[src/rtl/bced_pkg.sv]
// Shared types and constants for the button click event detector.
// Holds the state and event encodings, register indexes and reset values.
// No dependencies.
`default_nettype none

package bced_pkg;

    localparam int TICK_W  = 16;
    localparam int CLICK_W = 8;
    localparam int IDX_W   = 3;
    localparam int DATA_W  = 16;

    typedef enum logic [2:0] {
        EV_NONE  = 3'd0,
        EV_EDGE  = 3'd1,
        EV_HELD  = 3'd2,
        EV_SHORT = 3'd3,
        EV_MULTI = 3'd4,
        EV_LONG  = 3'd5
    } t_event;

    typedef enum logic [7:0] {
        ST_IDLE          = 8'b0000_0001,
        ST_PRESS_EDGE    = 8'b0000_0010,
        ST_PRESS_CHECK   = 8'b0000_0100,
        ST_PRESS_HELD    = 8'b0000_1000,
        ST_RELEASE_CHECK = 8'b0001_0000,
        ST_SHORT         = 8'b0010_0000,
        ST_MULTI         = 8'b0100_0000,
        ST_LONG          = 8'b1000_0000
    } t_state;

    localparam logic [IDX_W-1:0] REG_PIN_INVERT    = 3'd0;
    localparam logic [IDX_W-1:0] REG_SHORT_TICKS   = 3'd1;
    localparam logic [IDX_W-1:0] REG_LONG_TICKS    = 3'd2;
    localparam logic [IDX_W-1:0] REG_HOLD_TICKS    = 3'd3;
    localparam logic [IDX_W-1:0] REG_RELEASE_TICKS = 3'd4;
    localparam logic [IDX_W-1:0] REG_MULTI_COUNT   = 3'd5;

    localparam logic [TICK_W-1:0]  RST_SHORT_TICKS   = 16'd2;
    localparam logic [TICK_W-1:0]  RST_LONG_TICKS    = 16'd100;
    localparam logic [TICK_W-1:0]  RST_HOLD_TICKS    = 16'd50;
    localparam logic [TICK_W-1:0]  RST_RELEASE_TICKS = 16'd30;
    localparam logic [CLICK_W-1:0] RST_MULTI_COUNT   = 8'd3;

    typedef struct packed {
        logic               pin_invert;
        logic [TICK_W-1:0]  short_ticks;
        logic [TICK_W-1:0]  long_ticks;
        logic [TICK_W-1:0]  hold_ticks;
        logic [TICK_W-1:0]  release_ticks;
        logic [CLICK_W-1:0] multi_count;
    } t_cfg;

    typedef struct packed {
        t_event event_code;
        logic   pressed;
    } t_result;

endpackage

`default_nettype wire

[src/rtl/button_click_event_detector.sv]
// Button click event detector: top level with config bank, click state machine
// and output register. Depends on bced_pkg, bced_cfg_regs and bced_fsm.
//
// Each input beat is one tick carrying the raw pin level of a single button. The
// level is corrected for polarity (pin_invert), an edge is detected against the
// previous tick, and a one-hot state machine counts press and release ticks and
// clicks. Every tick yields exactly one result beat: event_code (0 none, 1 press
// edge, 2 press held, 3 short, 4 multi, 5 long click) and the corrected level.
// Events appear one tick after the decision that causes them. The result beat is
// registered, and a new tick is taken every cycle unless the input stalls: the
// decision is a compare and increment of a 16-bit tick and an 8-bit click counter
// ahead of a single result register. The input stalls only while that register
// is full and the output is stalled. Configuration writes are always ready and
// take effect at the next tick; write them only while no tick is in flight.
`default_nettype none

module button_click_event_detector (
    input  wire logic                        i_clk,
    input  wire logic                        i_rst_n,
    // tick input
    input  wire logic                        i_in_valid,
    output wire logic                        o_in_stall,
    input  wire logic                        i_pin_level,
    // result output
    output wire logic                        o_out_valid,
    input  wire logic                        i_out_stall,
    output wire logic [2:0]                  o_event_code,
    output wire logic                        o_pressed,
    // configuration writes
    input  wire logic                        i_cfg_valid,
    output wire logic                        o_cfg_ready,
    input  wire logic [bced_pkg::IDX_W-1:0]  i_cfg_index,
    input  wire logic [bced_pkg::DATA_W-1:0] i_cfg_data
);

    bced_pkg::t_cfg    cfg;
    bced_pkg::t_result result;
    bced_pkg::t_result r_result;
    logic              r_out_valid;
    logic              accept;

    // Take a tick unless the held result is still waiting downstream.
    assign o_in_stall  = r_out_valid & i_out_stall;
    assign accept      = i_in_valid & ~o_in_stall;
    assign o_cfg_ready = 1'b1;

    bced_cfg_regs u_cfg_regs (
        .i_clk   (i_clk),
        .i_rst_n (i_rst_n),
        .i_wr_en (i_cfg_valid & o_cfg_ready),
        .i_index (i_cfg_index),
        .i_data  (i_cfg_data),
        .o_cfg   (cfg)
    );

    bced_fsm u_fsm (
        .i_clk       (i_clk),
        .i_rst_n     (i_rst_n),
        .i_accept    (accept),
        .i_pin_level (i_pin_level),
        .i_cfg       (cfg),
        .o_result    (result)
    );

    // Result register: load on every accepted tick, drop valid once taken.
    always_ff @(posedge i_clk) begin
        if (!i_rst_n) begin
            r_out_valid <= 1'b0;
        end else if (accept) begin
            r_out_valid <= 1'b1;
        end else if (!i_out_stall) begin
            r_out_valid <= 1'b0;
        end
    end

    always_ff @(posedge i_clk) begin
        if (accept) begin
            r_result <= result;
        end
    end

    assign o_out_valid  = r_out_valid;
    assign o_event_code = r_result.event_code;
    assign o_pressed    = r_result.pressed;

    // Every accepted tick produces a result beat in the next cycle.
    a_accept_gives_result: assert property (@(posedge i_clk) disable iff (!i_rst_n)
        accept |=> o_out_valid)
        else $error("accepted tick did not produce a result");

    // Input stalls only behind a held result.
    a_stall_only_when_full: assert property (@(posedge i_clk) disable iff (!i_rst_n)
        o_in_stall |-> (o_out_valid && i_out_stall))
        else $error("input stalled with result register free");

    // Only defined event codes reach the output.
    a_event_in_range: assert property (@(posedge i_clk) disable iff (!i_rst_n)
        o_out_valid |-> (o_event_code <= bced_pkg::EV_LONG))
        else $error("undefined event code on output");

endmodule

`default_nettype wire

[src/rtl/bced_cfg_regs.sv]
// Configuration register bank of the button click event detector.
// Depends on bced_pkg for indexes, reset values and the t_cfg struct.
`default_nettype none

module bced_cfg_regs (
    input  wire logic                          i_clk,
    input  wire logic                          i_rst_n,
    input  wire logic                          i_wr_en,
    input  wire logic [bced_pkg::IDX_W-1:0]    i_index,
    input  wire logic [bced_pkg::DATA_W-1:0]   i_data,
    output bced_pkg::t_cfg                     o_cfg
);

    bced_pkg::t_cfg r_cfg;

    always_ff @(posedge i_clk) begin
        if (!i_rst_n) begin
            r_cfg.pin_invert    <= 1'b1;
            r_cfg.short_ticks   <= bced_pkg::RST_SHORT_TICKS;
            r_cfg.long_ticks    <= bced_pkg::RST_LONG_TICKS;
            r_cfg.hold_ticks    <= bced_pkg::RST_HOLD_TICKS;
            r_cfg.release_ticks <= bced_pkg::RST_RELEASE_TICKS;
            r_cfg.multi_count   <= bced_pkg::RST_MULTI_COUNT;
        end else if (i_wr_en) begin
            // keep only the low bits of each beat, drop unknown indexes
            case (i_index)
                bced_pkg::REG_PIN_INVERT:    r_cfg.pin_invert    <= i_data[0];
                bced_pkg::REG_SHORT_TICKS:   r_cfg.short_ticks   <= i_data;
                bced_pkg::REG_LONG_TICKS:    r_cfg.long_ticks    <= i_data;
                bced_pkg::REG_HOLD_TICKS:    r_cfg.hold_ticks    <= i_data;
                bced_pkg::REG_RELEASE_TICKS: r_cfg.release_ticks <= i_data;
                bced_pkg::REG_MULTI_COUNT:
                    r_cfg.multi_count <= i_data[bced_pkg::CLICK_W-1:0];
                default: ;
            endcase
        end
    end

    assign o_cfg = r_cfg;

endmodule

`default_nettype wire

[src/rtl/bced_fsm.sv]
// Click state machine with tick and click counters for one button.
// Depends on bced_pkg for state and event codes and the config struct.
`default_nettype none

module bced_fsm (
    input  wire logic            i_clk,
    input  wire logic            i_rst_n,
    input  wire logic            i_accept,
    input  wire logic            i_pin_level,
    input  wire bced_pkg::t_cfg  i_cfg,
    output bced_pkg::t_result    o_result
);

    localparam logic [bced_pkg::TICK_W-1:0]  TICK_MAX  = '1;
    localparam logic [bced_pkg::CLICK_W-1:0] CLICK_MAX = '1;
    localparam logic [bced_pkg::TICK_W-1:0]  TICK_ONE  = bced_pkg::TICK_W'(1);
    localparam logic [bced_pkg::CLICK_W-1:0] CLICK_ONE = bced_pkg::CLICK_W'(1);

    bced_pkg::t_state                r_state, n_state;
    logic [bced_pkg::TICK_W-1:0]     r_tick, n_tick;
    logic [bced_pkg::CLICK_W-1:0]    r_click, n_click;
    bced_pkg::t_event                r_pend, n_pend;
    logic                            r_last, n_last;

    logic                            level;
    logic                            edge_det;
    logic [bced_pkg::TICK_W-1:0]     tick_inc;
    logic [bced_pkg::CLICK_W-1:0]    click_inc;
    bced_pkg::t_event                code;

    always_comb begin
        level     = i_pin_level ^ i_cfg.pin_invert;
        edge_det  = level & ~r_last;
        tick_inc  = (r_tick == TICK_MAX) ? r_tick : r_tick + TICK_ONE;
        click_inc = (r_click == CLICK_MAX) ? r_click : r_click + CLICK_ONE;

        n_state = r_state;
        n_tick  = r_tick;
        n_click = r_click;
        n_pend  = r_pend;
        n_last  = level;
        code    = bced_pkg::EV_NONE;

        case (r_state)
            bced_pkg::ST_IDLE: begin
                n_tick = '0;
                if (edge_det) begin
                    n_click = click_inc;
                    n_pend  = bced_pkg::EV_EDGE;
                    n_state = bced_pkg::ST_PRESS_EDGE;
                end else begin
                    n_click = '0;
                    n_pend  = bced_pkg::EV_NONE;
                end
            end
            bced_pkg::ST_PRESS_CHECK: begin
                if (!level) begin
                    n_state = bced_pkg::ST_RELEASE_CHECK;
                    if (r_click >= i_cfg.multi_count) begin
                        n_tick  = '0;
                        n_click = '0;
                        n_pend  = bced_pkg::EV_MULTI;
                        n_state = bced_pkg::ST_MULTI;
                    end else if (r_tick >= i_cfg.long_ticks) begin
                        n_tick = '0;
                        n_pend = bced_pkg::EV_LONG;
                    end else if (r_tick >= i_cfg.short_ticks) begin
                        n_tick = '0;
                        n_pend = bced_pkg::EV_SHORT;
                    end else begin
                        // burr: keep the counts
                        n_pend = bced_pkg::EV_NONE;
                    end
                end else begin
                    n_tick = tick_inc;
                    if (tick_inc >= i_cfg.hold_ticks && r_pend != bced_pkg::EV_HELD) begin
                        n_pend  = bced_pkg::EV_HELD;
                        n_state = bced_pkg::ST_PRESS_HELD;
                    end
                end
            end
            bced_pkg::ST_RELEASE_CHECK: begin
                if (edge_det) begin
                    if (r_pend != bced_pkg::EV_NONE) begin
                        n_click = click_inc;
                        n_tick  = '0;
                    end
                    n_state = bced_pkg::ST_PRESS_CHECK;
                end else begin
                    n_tick = tick_inc;
                    if (tick_inc > i_cfg.release_ticks) begin
                        n_tick  = '0;
                        n_click = '0;
                        if (r_pend == bced_pkg::EV_SHORT) begin
                            n_state = bced_pkg::ST_SHORT;
                        end else if (r_pend == bced_pkg::EV_LONG) begin
                            n_state = bced_pkg::ST_LONG;
                        end else begin
                            n_state = bced_pkg::ST_IDLE;
                        end
                    end
                end
            end
            bced_pkg::ST_PRESS_EDGE, bced_pkg::ST_PRESS_HELD: begin
                code    = r_pend;
                n_state = bced_pkg::ST_PRESS_CHECK;
            end
            bced_pkg::ST_SHORT, bced_pkg::ST_MULTI, bced_pkg::ST_LONG: begin
                code    = r_pend;
                n_state = bced_pkg::ST_IDLE;
            end
            default: begin
                n_state = bced_pkg::ST_IDLE;
            end
        endcase

        o_result.event_code = code;
        o_result.pressed    = level;
    end

    always_ff @(posedge i_clk) begin
        if (!i_rst_n) begin
            r_state <= bced_pkg::ST_IDLE;
            r_tick  <= '0;
            r_click <= '0;
            r_pend  <= bced_pkg::EV_NONE;
            r_last  <= 1'b0;
        end else if (i_accept) begin
            r_state <= n_state;
            r_tick  <= n_tick;
            r_click <= n_click;
            r_pend  <= n_pend;
            r_last  <= n_last;
        end
    end

    // Idle always clears the tick count.
    a_idle_clears_tick: assert property (@(posedge i_clk) disable iff (!i_rst_n)
        (i_accept && r_state == bced_pkg::ST_IDLE) |=> (r_tick == '0))
        else $error("tick count not cleared after idle");

    // Decision states never emit an event.
    a_no_event_in_check: assert property (@(posedge i_clk) disable iff (!i_rst_n)
        (r_state == bced_pkg::ST_IDLE || r_state == bced_pkg::ST_PRESS_CHECK ||
         r_state == bced_pkg::ST_RELEASE_CHECK) |-> (code == bced_pkg::EV_NONE))
        else $error("event emitted outside a dispatch state");

    // Dispatch states last one beat.
    a_dispatch_one_beat: assert property (@(posedge i_clk) disable iff (!i_rst_n)
        (i_accept && (r_state == bced_pkg::ST_SHORT || r_state == bced_pkg::ST_MULTI ||
         r_state == bced_pkg::ST_LONG)) |=> (r_state == bced_pkg::ST_IDLE))
        else $error("dispatch state did not return to idle");

endmodule

`default_nettype wire

[config.mk]
export PLATFORM = sky130hd
export DESIGN_NAME = button_click_event_detector
export DESIGN_NICKNAME = d
export VERILOG_FILES = /design/src/rtl/bced_pkg.sv /design/src/rtl/button_click_event_detector.sv /design/src/rtl/bced_cfg_regs.sv /design/src/rtl/bced_fsm.sv
export SDC_FILE = /design/constraint.sdc
export NUM_CORES = 1
export LEC_CHECK = 0
export ABC_CLOCK_PERIOD_IN_PS = 4500
export BUFFER_PORTS_ARGS = -buffer_cell sky130_fd_sc_hd__buf_2
export CORE_ASPECT_RATIO = 1.4
export CORE_MARGIN = 2
export CORE_UTILIZATION = 45
export CTS_BUF_LIST = sky130_fd_sc_hd__clkbuf_8
export CTS_CLUSTER_SIZE = 10
export DETAILED_ROUTE_END_ITERATION = 10
export PLACE_DENSITY_LB_ADDON = 0.12
export SKIP_CTS_REPAIR_TIMING = 1
export SYNTH_ARGS = -nofsm -noshare
export SYNTH_HDL_FRONTEND = slang
export SYNTH_SLANG_ARGS = --single-unit
[constraint.sdc]
create_clock -name i_clk -period 4.5 [get_ports i_clk]
set_input_delay 0.225 -clock i_clk [delete_from_list [all_inputs] [get_ports i_clk]]
set_output_delay 0.225 -clock i_clk [all_outputs]
set_load 0.02 [all_outputs]
==> flow_summary.yaml, run 1 <==
run_status:
  status: "complete, no violations"
sta:
  fin_worst_skew_ns: 0.0154
  max_slew_margin: 0.220
  worst_pin_slew_ns: 1.16
  slew_violations: 0
  final-setup-viol-count: 0
  fmax_ghz: 0.245
  rsz0062_at_grt: "false"
  hold_viol: 0
  tns_ns: 0
  finalCritPeriodShare: 0.909
  period_minus_slack_ns: 4.09
critical_path:
  r2r_cells: 16
  crit_buf_inv: 0
  crit_family: "simple AND/OR/NAND/NOR gates"
  critPathMaxFanout: 13
  cp_slowest_cell: "or2_2"
  r2r_slack_ns: 0.41
  path_cells: "ha_1 > nand3_2 > nor2_1 > nand4_1 > or2_2 > nor2_1 > xor2_1 > ha_1 > and4_1 > and3_1 > and4_1 > and4bb_2 > a41oi_2 > nand2_1 > and3_2 > a31o_2"
  worstPathArrival_ns: 4.43
  max_stage_delay_ns: 0.36
  critPathLaunchType: "flop"
  r2r-end: "u_fsm.r_tick[0]$_SDFFE_PN0P_"
  cp-end-kind: "flop"
  r2r-start: "u_fsm.r_tick[0]$_SDFFE_PN0P_"
  timing.setup.critical_path_class: "flop to flop"
  worst_ep_required_time_ns: 4.84
worst_hold_path:
  hp-class: "input pin to flop"
  holdPathStages: 3
  hold_start: "i_cfg_data[11]"
  hold_end: "u_cfg_regs.o_cfg[35]$_SDFFE_PN0P_"
layout:
  layout_common_cells: "nand2_1 (171), dfxtp_1 (110), a21oi_1 (84)"
  design_area_um2: 7480
  multi_input_area_um2: 4010
  final_common_cell: "nand2_1"
  drive_above_1_share: 0.108
  fillCellCount: 1488
  regArea_um2: 2320
  n_antenna_cell: 0
  final_util: 0.501
  area_growth_pct: 10.1
  nNetsFinal: 988
logic_synthesis:
  ys_seq_area_frac: 0.342
  ys_warn_count: 0
  syn_inst: 868
  synth_cell_types: 68
  postSynth.asyncResetShare: 0
  synth.cell_area_um2: 6790
  ys.flop_type: "dfxtp_1"
  synth_seq_cells: 114
  postSynthAreaPerCell_um2: 7.83
  syn_nets: 965
  synth_edf_count: 4
run:
  cap_viol_max_count: 0
place:
  dp_hpwl_um: 13900
  gp_congestion: 0.863
  place_area_um2: 7120
  numPortBuffers: 30
die:
  coreArea_um2: 14900
  die_y_um: 149
  rows: 53
  start_util: 0.455
  io_pins: 32
  die_area_um2: 16100
  die_w_um: 108
global_route:
  antenna_found_initial: 0
  grtUsageTotal: 0.239
  grt_util_met3: 0.0341
  overflow: 0
  grt_pass1_wl_um: 29800
  grt_busiest_layer: "met2"
  grt_pass1_vias: 5956
  grtUsageMet1: 0.272
  grt_max_degree: 70
  use_met2: 0.438
route:
  finalWirelength_um: 18300
  via_count: 6043
  viasPerCell: 5.51
  postRouteAntennaNets: 0
  drc_errors: 0
  firstDrtPassIters: 5
  routedWlPerCell_um: 16.7
  drtIter0Drc: 388
power_and_ir_drop:
  power.leakage_nw: 3.03
  p_total_mw: 2.12
  irDropWorstVdd_mv: 0.198
  power.density_nw_per_um2: 283
clocking:
  cts_tree: "built"
  root_buffer: "clkbuf_8"
  cts_max_level: 4
  numCtsBuffers: 17
  clockBufferDepth: 2
  path_clk_slew_ns: 0.09
  clock-sinks: 114
  insertion_delay_ns: 0.45
## stage by stage
| stage | std cells | hold WS (ns) | setup slack [ns] |
|---|---|---|---|
| floorplan | 868 | 0.349 | 0.688 |
| global placement | 1063 | 0.442 | 0.542 |
| detailed placement | 1063 | 0.446 | 0.458 |
| CTS | 1095 | -0.00846 | 0.433 |
| global route | 1096 | 0.0690 | 0.110 |
| finish | 1096 | 0.0687 | 0.410 |
## power by group
| group | switching (mW) | internal (mW) | leakage (nW) |
|---|---|---|---|
| Sequential | 0.0195 | 1.04 | 0.931 |
| Combinational | 0.133 | 0.0642 | 1.94 |
| Clock | 0.481 | 0.383 | 0.165 |
| Total | 0.634 | 1.48 | 3.03 |
## how the worst max path moves through the flow
stage,cells after the start,endpoint,startpoint
2_1_floorplan,17,u_fsm.r_tick[12]$_SDFFE_PN0P_,u_fsm.r_tick[1]$_SDFFE_PN0P_
3_3_place_gp,16,u_fsm.r_tick[0]$_SDFFE_PN0P_,u_fsm.r_tick[0]$_SDFFE_PN0P_
3_5_place_dp,16,u_fsm.r_tick[0]$_SDFFE_PN0P_,u_fsm.r_tick[0]$_SDFFE_PN0P_
4_1_cts,16,u_fsm.r_tick[0]$_SDFFE_PN0P_,u_fsm.r_tick[0]$_SDFFE_PN0P_
5_1_grt,16,u_fsm.r_tick[0]$_SDFFE_PN0P_,u_fsm.r_tick[0]$_SDFFE_PN0P_
6_report,16,u_fsm.r_tick[0]$_SDFFE_PN0P_,u_fsm.r_tick[0]$_SDFFE_PN0P_
## cell families after synthesis
| family | share of synthesized area |
|---|---|
| AO/OA/AOI/OAI | 0.198 |
| XOR/XNOR | 0.0219 |
| adder cells (fa/ha/maj) | 0.133 |
| buffers and inverters | 0.0689 |
| flip-flops | 0.342 |
| multiplexers | 0.00295 |
| other | 0.000552 |
| AND/OR/NAND/NOR | 0.233 |
## worst reg2reg max path, delay by kind of cell, from the launching register on
kind / cells / cell delay [ns]
DFF: 1 / 0.34
AOI/OAI and AO/OA: 2 / 0.61
adders and majority gates: 2 / 0.48
and+or+nand+nor: 11 / 2.36
xor gates and xnor gates: 1 / 0.21
## metal layers
layer,wire [µm],part of all wire,vias to the layer above
met2,9540,0.52,104
met3,529,0.029,33
met1,7720,0.42,2833
li1,-,-,3073
met4,538,0.029,0
met5,0,0,-
## synth_stat cells, types with 3 or more instances
cell	number	area, µm²
a22o_1	8	70.1
dfxtp_1	110	2200
inv_1	79	297
o22ai_1	5	31.3
nand2b_1	5	31.3
and3_1	15	93.8
o22a_1	3	26.3
o2111ai_1	4	35.0
and2_1	5	31.3
nand2_1	171	642
edfxtp_1	4	120
buf_2	5	25.0
or3_1	5	31.3
xnor2_1	10	87.6
or3b_2	3	26.3
a31oi_1	5	31.3
nand4_1	12	75.1
nand3_1	27	135
o211ai_1	16	120
a21oi_1	84	420
clkbuf_1	33	124
or2_2	6	37.5
nor2b_1	10	62.6
nor3_1	15	75.1
nor2_1	35	131
a211oi_1	11	82.6
and4_1	5	43.8
o21ai_0	34	170
o31ai_1	3	22.5
a21o_1	11	82.6
ha_1	72	901
xor2_1	7	61.3
o21a_1	6	45.0
## flip-flops by register name, indices dropped and copies added (netlist names)
name and flops:
o_event_code 3, u_fsm.r_tick 16, u_fsm.r_state 8, u_fsm.r_click 8, u_fsm.r_last 1, o_out_valid 1
u_fsm.r_pend 3, u_cfg_regs.o_cfg 73, o_pressed 1
## area by class of cell
type                       instances  share of cell area
clock buffer                      17              0.0313
timing repair buffer              44              0.0345
sequential                       114               0.311
inverter                          80              0.0402
multi-input combinational        634               0.536
tap                              192              0.0321
clock inverter                    15              0.0149
(Power assumes the default switching activity.)
==> run 2, diff against run 1 <==
--- a/config.mk
+++ b/config.mk
@@ -8,7 +8,6 @@
 export ABC_CLOCK_PERIOD_IN_PS = 4500
 export BUFFER_PORTS_ARGS = -buffer_cell sky130_fd_sc_hd__buf_2
 export CORE_ASPECT_RATIO = 1.4
-export CORE_MARGIN = 2
 export CORE_UTILIZATION = 45
 export CTS_BUF_LIST = sky130_fd_sc_hd__clkbuf_8
 export CTS_CLUSTER_SIZE = 10
@@ -17,4 +16,5 @@
 export SKIP_CTS_REPAIR_TIMING = 1
 export SYNTH_ARGS = -nofsm -noshare
 export SYNTH_HDL_FRONTEND = slang
+export SYNTH_HIERARCHICAL = 1
 export SYNTH_SLANG_ARGS = --single-unit
==> flow_summary.yaml, run 2 <==
die:
  start_util: 0.465
  die_w_um: 108
  die_y_um: 150
  coreArea_um2: 15200
  die_area_um2: 16200
  rows: 53
  io_pins: 32
logic_synthesis:
  syn_nets: 904
  ys_top_cells_by_area: "dfxtp_1 (31%), ha_1 (13%), mux2i_1 (11%)"
  synth_area_leader_cell: "dfxtp_1"
  postSynth.asyncResetShare: 0
  ys_warn_count: 6
  synth.most_common_cell: "nand2_1"
  postSynthAreaPerCell_um2: 8.76
  synth_cell_types: 76
  syn_inst: 807
  synth_edf_count: 4
  synth_common_cells: "nand2_1 (115), dfxtp_1 (110), inv_1 (89)"
  synth_top_area_frac: 0.312
  ys.flop_type: "dfxtp_1"
  synth.cell_area_um2: 7070
  synth_seq_cells: 114
  ys_seq_area_frac: 0.329
layout:
  fin_cells: 1041
  final_common_cell: "nand2_1"
  fillCellCount: 1446
  drive_above_1_share: 0.113
  nNetsFinal: 934
  layout_common_cells: "nand2_1 (115), dfxtp_1 (110), inv_1 (92)"
  largest_register_ffs: 73
  area_growth_pct: 10.3
  n_antenna_cell: 0
sta:
  period_minus_slack_ns: 4.14
  hold_viol: 0
  fin_worst_skew_ns: 0.0135
  finalCritPeriodShare: 0.919
  final-setup-viol-count: 0
  rsz0062_at_grt: "false"
  slew_violations: 0
  max_slew_margin: 0.248
  tns_ns: 0
  worst_slack_ns: 0.364
  worst_pin_slew_ns: 1.13
  fmax_ghz: 0.242
route:
  finalWirelength_um: 17700
  postRouteAntennaNets: 0
  viasPerCell: 5.58
  drtIter0Drc: 257
  firstDrtPassIters: 5
  via_count: 5810
  routedWlPerCell_um: 17.0
  drc_errors: 0
clocking:
  path_clk_slew_ns: 0.07
  clockBufferDepth: 2
  clock-sinks: 114
  root_buffer: "clkbuf_8"
  cts_tree: "built"
  numCtsBuffers: 17
  insertion_delay_ns: 0.43
  cts_max_level: 4
power_and_ir_drop:
  power.leakage_nw: 3.56
  p_clk_frac: 0.452
  p_comb_frac: 0.097
  power_switching_mw: 0.578
  irDropWorstVdd_mv: 0.187
  power.density_nw_per_um2: 300
  intPower_mw: 1.76
  power_frac_seq: 0.451
  p_sw_frac: 0.247
worst_hold_path:
  hp-class: "input pin to flop"
global_route:
  antenna_found_initial: 0
  overflow: 0
  grt_pass1_vias: 5606
  grt_max_degree: 68
  grtUsageTotal: 0.230
  grt_pass1_wl_um: 28500
run_status:
  status: "complete, no violations"
place:
  numPortBuffers: 30
  dp_slack_ns: 0.254
  dp_cells: 1010
  gp_congestion: 0.930
  dp_hpwl_um: 13400
critical_path:
  timing.setup.critical_path_class: "flop to flop"
  critPathLaunchType: "flop"
  cp-end-kind: "flop"
  worst_ep_required_time_ns: 4.78
  critPathMaxFanout: 8
  worstPathArrival_ns: 4.42
run:
  cap_viol_max_count: 0
## run 2: cell count changes after synthesis, sizes merged, moves of 10 or more
| cell | change |
|---|---|
| clkbuf | -21 |
| and3 | -10 |
| o2bb2ai | +11 |
| buf | +14 |
| mux2i | +73 |
| a21oi | -62 |
| nor2b | +14 |
| nand2 | -55 |
| inv | +10 |
## run 2: per-layer routing
layer,track usage,part of all wire,vias to the layer above
met3,0.0403,0.024,20
met2,0.402,0.51,99
li1,-,-,2912
met5,0,0,-
met1,0.284,0.45,2779
met4,0.0747,0.012,0
## run 2: final timing paths
| kind | endpoint | cells after the start | slack [ns] | start |
|---|---|---|---|---|
| max | u_fsm/r_state[0]$_SDFFE_PN1P_ | 15 | 0.36 | u_fsm/r_tick[1]$_SDFFE_PN0P_ |
| min | o_out_valid$_SDFFE_PN0P_ | 2 | 0.03 | i_in_valid |
| max reg2reg | u_fsm/r_state[0]$_SDFFE_PN1P_ | 15 | 0.36 | u_fsm/r_tick[1]$_SDFFE_PN0P_ |
| min reg2reg | u_cfg_regs/o_cfg[47]$_SDFFE_PN0P_ | 2 | 0.46 | u_cfg_regs/o_cfg[47]$_SDFFE_PN0P_ |
## run 2: critical path: stages, from the launching register on
cell     delay, ns
dfxtp_1       0.42
ha_1          0.27
nand3_4       0.11
nor4_4        0.33
nor2_1        0.12
and2_2        0.24
and3_1        0.19
xnor2_1       0.19
inv_1         0.11
ha_1          0.30
nand4_1       0.16
nor4_1        0.40
o31ai_1       0.26
o32a_2        0.50
nor4_1        0.30
a31oi_1       0.07
## run 2: area by class of cell
class / instances / area, µm² / area share
clock buffers: 24 / 330 / 0.0424
clock inverters: 7 / 106 / 0.0136
inverters: 89 / 334 / 0.0429
multi-input cells: 571 / 4200 / 0.539
flip-flops and latches: 114 / 2320 / 0.298
well taps: 192 / 240 / 0.0308
repair buffers: 44 / 258 / 0.0331
## run 2: per-stage QoR
stage,hold WS [ns],area [µm²],util,power [mW]
after global placement,0.446,7360,0.484,1.30
final,0.0342,7790,0.513,2.34
after detailed placement,0.450,7360,0.484,1.31
after CTS,0.00289,7790,0.513,2.37
after floorplan,0.343,7070,-,1.24
after global routing,0.00939,7790,0.513,2.44
## run 2: power groups by stage
stage	Combinational, mW	Clock (mW)	Sequential [mW]
CTS	0.228	1.08	1.06
global route	0.251	1.13	1.06
floorplan	0.167	0	1.08
finish	0.228	1.06	1.06
global placement	0.221	0	1.08
detailed placement	0.227	0	1.08
## run 2: cell families after synthesis
logic type	Yosys count	share of synthesized area
compound gates	141	0.145
xor+xnor	17	0.0221
fa+ha+maj	72	0.128
buf+inv	122	0.0765
flops	114	0.329
mux	76	0.108
other cells	1	0.000531
simple gates	264	0.192
==> run 3, diff against run 2 <==
--- a/config.mk
+++ b/config.mk
@@ -9,7 +9,6 @@
 export BUFFER_PORTS_ARGS = -buffer_cell sky130_fd_sc_hd__buf_2
 export CORE_ASPECT_RATIO = 1.4
 export CORE_UTILIZATION = 45
-export CTS_BUF_LIST = sky130_fd_sc_hd__clkbuf_8
 export CTS_CLUSTER_SIZE = 10
 export DETAILED_ROUTE_END_ITERATION = 10
 export PLACE_DENSITY_LB_ADDON = 0.12
==> flow_summary.yaml, run 3 (synthesis gave the netlist of run 2 again) <==
global_route:
  grt_busiest_layer: "met2"
  grt_max_degree: 68
  grt_util_met3: 0.0355
  grt_pass1_wl_um: 28700
  overflow: 0
  grtUsageMet1: 0.282
  use_met2: 0.401
  grt_pass1_vias: 5666
  antenna_found_initial: 0
  grtUsageTotal: 0.231
route:
  viasPerCell: 5.63
  via_count: 5860
  drtIter0Drc: 263
  firstDrtPassIters: 5
  routedWlPerCell_um: 17.0
  drc_errors: 0
  finalWirelength_um: 17700
  postRouteAntennaNets: 0
sta:
  final-setup-viol-count: 0
  worst_slack_ns: 0.376
  finalCritPeriodShare: 0.916
  fin_worst_skew_ns: 0.00842
  hold_slack_ns: 0.0486
  period_minus_slack_ns: 4.12
  worst_pin_slew_ns: 1.12
  tns_ns: 0
  fmax_ghz: 0.242
  slew_violations: 0
  rsz0062_at_grt: "false"
  max_slew_margin: 0.253
  hold_viol: 0
critical_path:
  worstPathArrival_ns: 4.39
  path_cells: "ha_1 > nand3_4 > nor4_4 > nor2_1 > and2_2 > and3_1 > xnor2_1 > inv_1 > ha_1 > nand4_1 > nor4_1 > o31ai_1 > o32a_2 > nor4_1 > a31oi_1"
  max_stage_delay_ns: 0.49
  cp_slowest_cell: "o32a_2"
  worst_ep_required_time_ns: 4.76
  critPathMaxFanout: 8
  cp-end-kind: "flop"
  timing.setup.critical_path_class: "flop to flop"
  critPathLaunchType: "flop"
run_status:
  status: "complete, no violations"
layout:
  drive_above_1_share: 0.113
  largest_register_ffs: 73
  area_growth_pct: 13.0
  n_antenna_cell: 0
  final_common_cell: "nand2_1"
  layout_common_cells: "nand2_1 (115), dfxtp_1 (110), inv_1 (89)"
  final_util: 0.526
  design_area_um2: 7990
  fin_cells: 1041
  nNetsFinal: 934
worst_hold_path:
  hp-class: "input pin to flop"
clocking:
  clock-sinks: 114
  clockBufferDepth: 2
  cts_max_level: 4
  insertion_delay_ns: 0.41
  root_buffer: "clkbuf_16"
  numCtsBuffers: 17
  path_clk_slew_ns: 0.06
  cts_tree: "built"
die:
  coreArea_um2: 15200
  die_w_um: 108
  rows: 53
  start_util: 0.465
  die_area_um2: 16200
  die_y_um: 150
  io_pins: 32
place:
  gp_congestion: 0.930
  dp_hpwl_um: 13400
  place_area_um2: 7360
  dp_slack_ns: 0.254
  dp_cells: 1010
  numPortBuffers: 30
power_and_ir_drop:
  power_switching_mw: 0.627
  irDropWorstVdd_mv: 0.275
  p_total_mw: 2.72
  intPower_mw: 2.09
  power.density_nw_per_um2: 341
  power.leakage_nw: 3.63
  p_comb_frac: 0.083
  p_clk_frac: 0.528
  power_frac_seq: 0.389
  p_sw_frac: 0.230
run:
  cap_viol_max_count: 0
## run 3: area by class of cell
class                      instances  area [µm²]
clock inverter                     4        95.1
clock buffer                      27         533
multi-input combinational        571        4200
sequential                       114        2320
tap                              192         240
fill                            1431        7200
timing repair buffer              44         258
inverter                          89         334
## run 3: worst max-delay path: cells and delay by family (launching register included)
family          cells  cell delay [ns]
buf+inv             1             0.11
fa+ha+maj           2             0.58
xor+xnor            1             0.20
compound gates      3             0.81
simple gates        8             1.84
flops               1             0.41
## run 3: metal layers
| metal | wire length [µm] | part of all wire |
|---|---|---|
| met5 | 0 | 0 |
| met2 | 8930 | 0.50 |
| met4 | 439 | 0.025 |
| met3 | 537 | 0.030 |
| met1 | 7830 | 0.44 |
## run 3: power groups by stage
stage	clock network, mW	registers [mW]	logic [mW]
global route	1.50	1.06	0.251
finish	1.44	1.06	0.227
global placement	0	1.08	0.221
detailed placement	0	1.08	0.227
CTS	1.46	1.06	0.228
floorplan	0	1.08	0.167
## run 3: worst paths after layout
kind	start	end	slack, ns	cells after the start
hold / removal	i_in_valid	o_out_valid$_SDFFE_PN0P_	0.05	2
hold reg to reg	u_cfg_regs/o_cfg[47]$_SDFFE_PN0P_	u_cfg_regs/o_cfg[47]$_SDFFE_PN0P_	0.46	2
setup / recovery	u_fsm/r_tick[1]$_SDFFE_PN0P_	u_fsm/r_state[0]$_SDFFE_PN1P_	0.38	15
setup reg to reg	u_fsm/r_tick[1]$_SDFFE_PN0P_	u_fsm/r_state[0]$_SDFFE_PN1P_	0.38	15
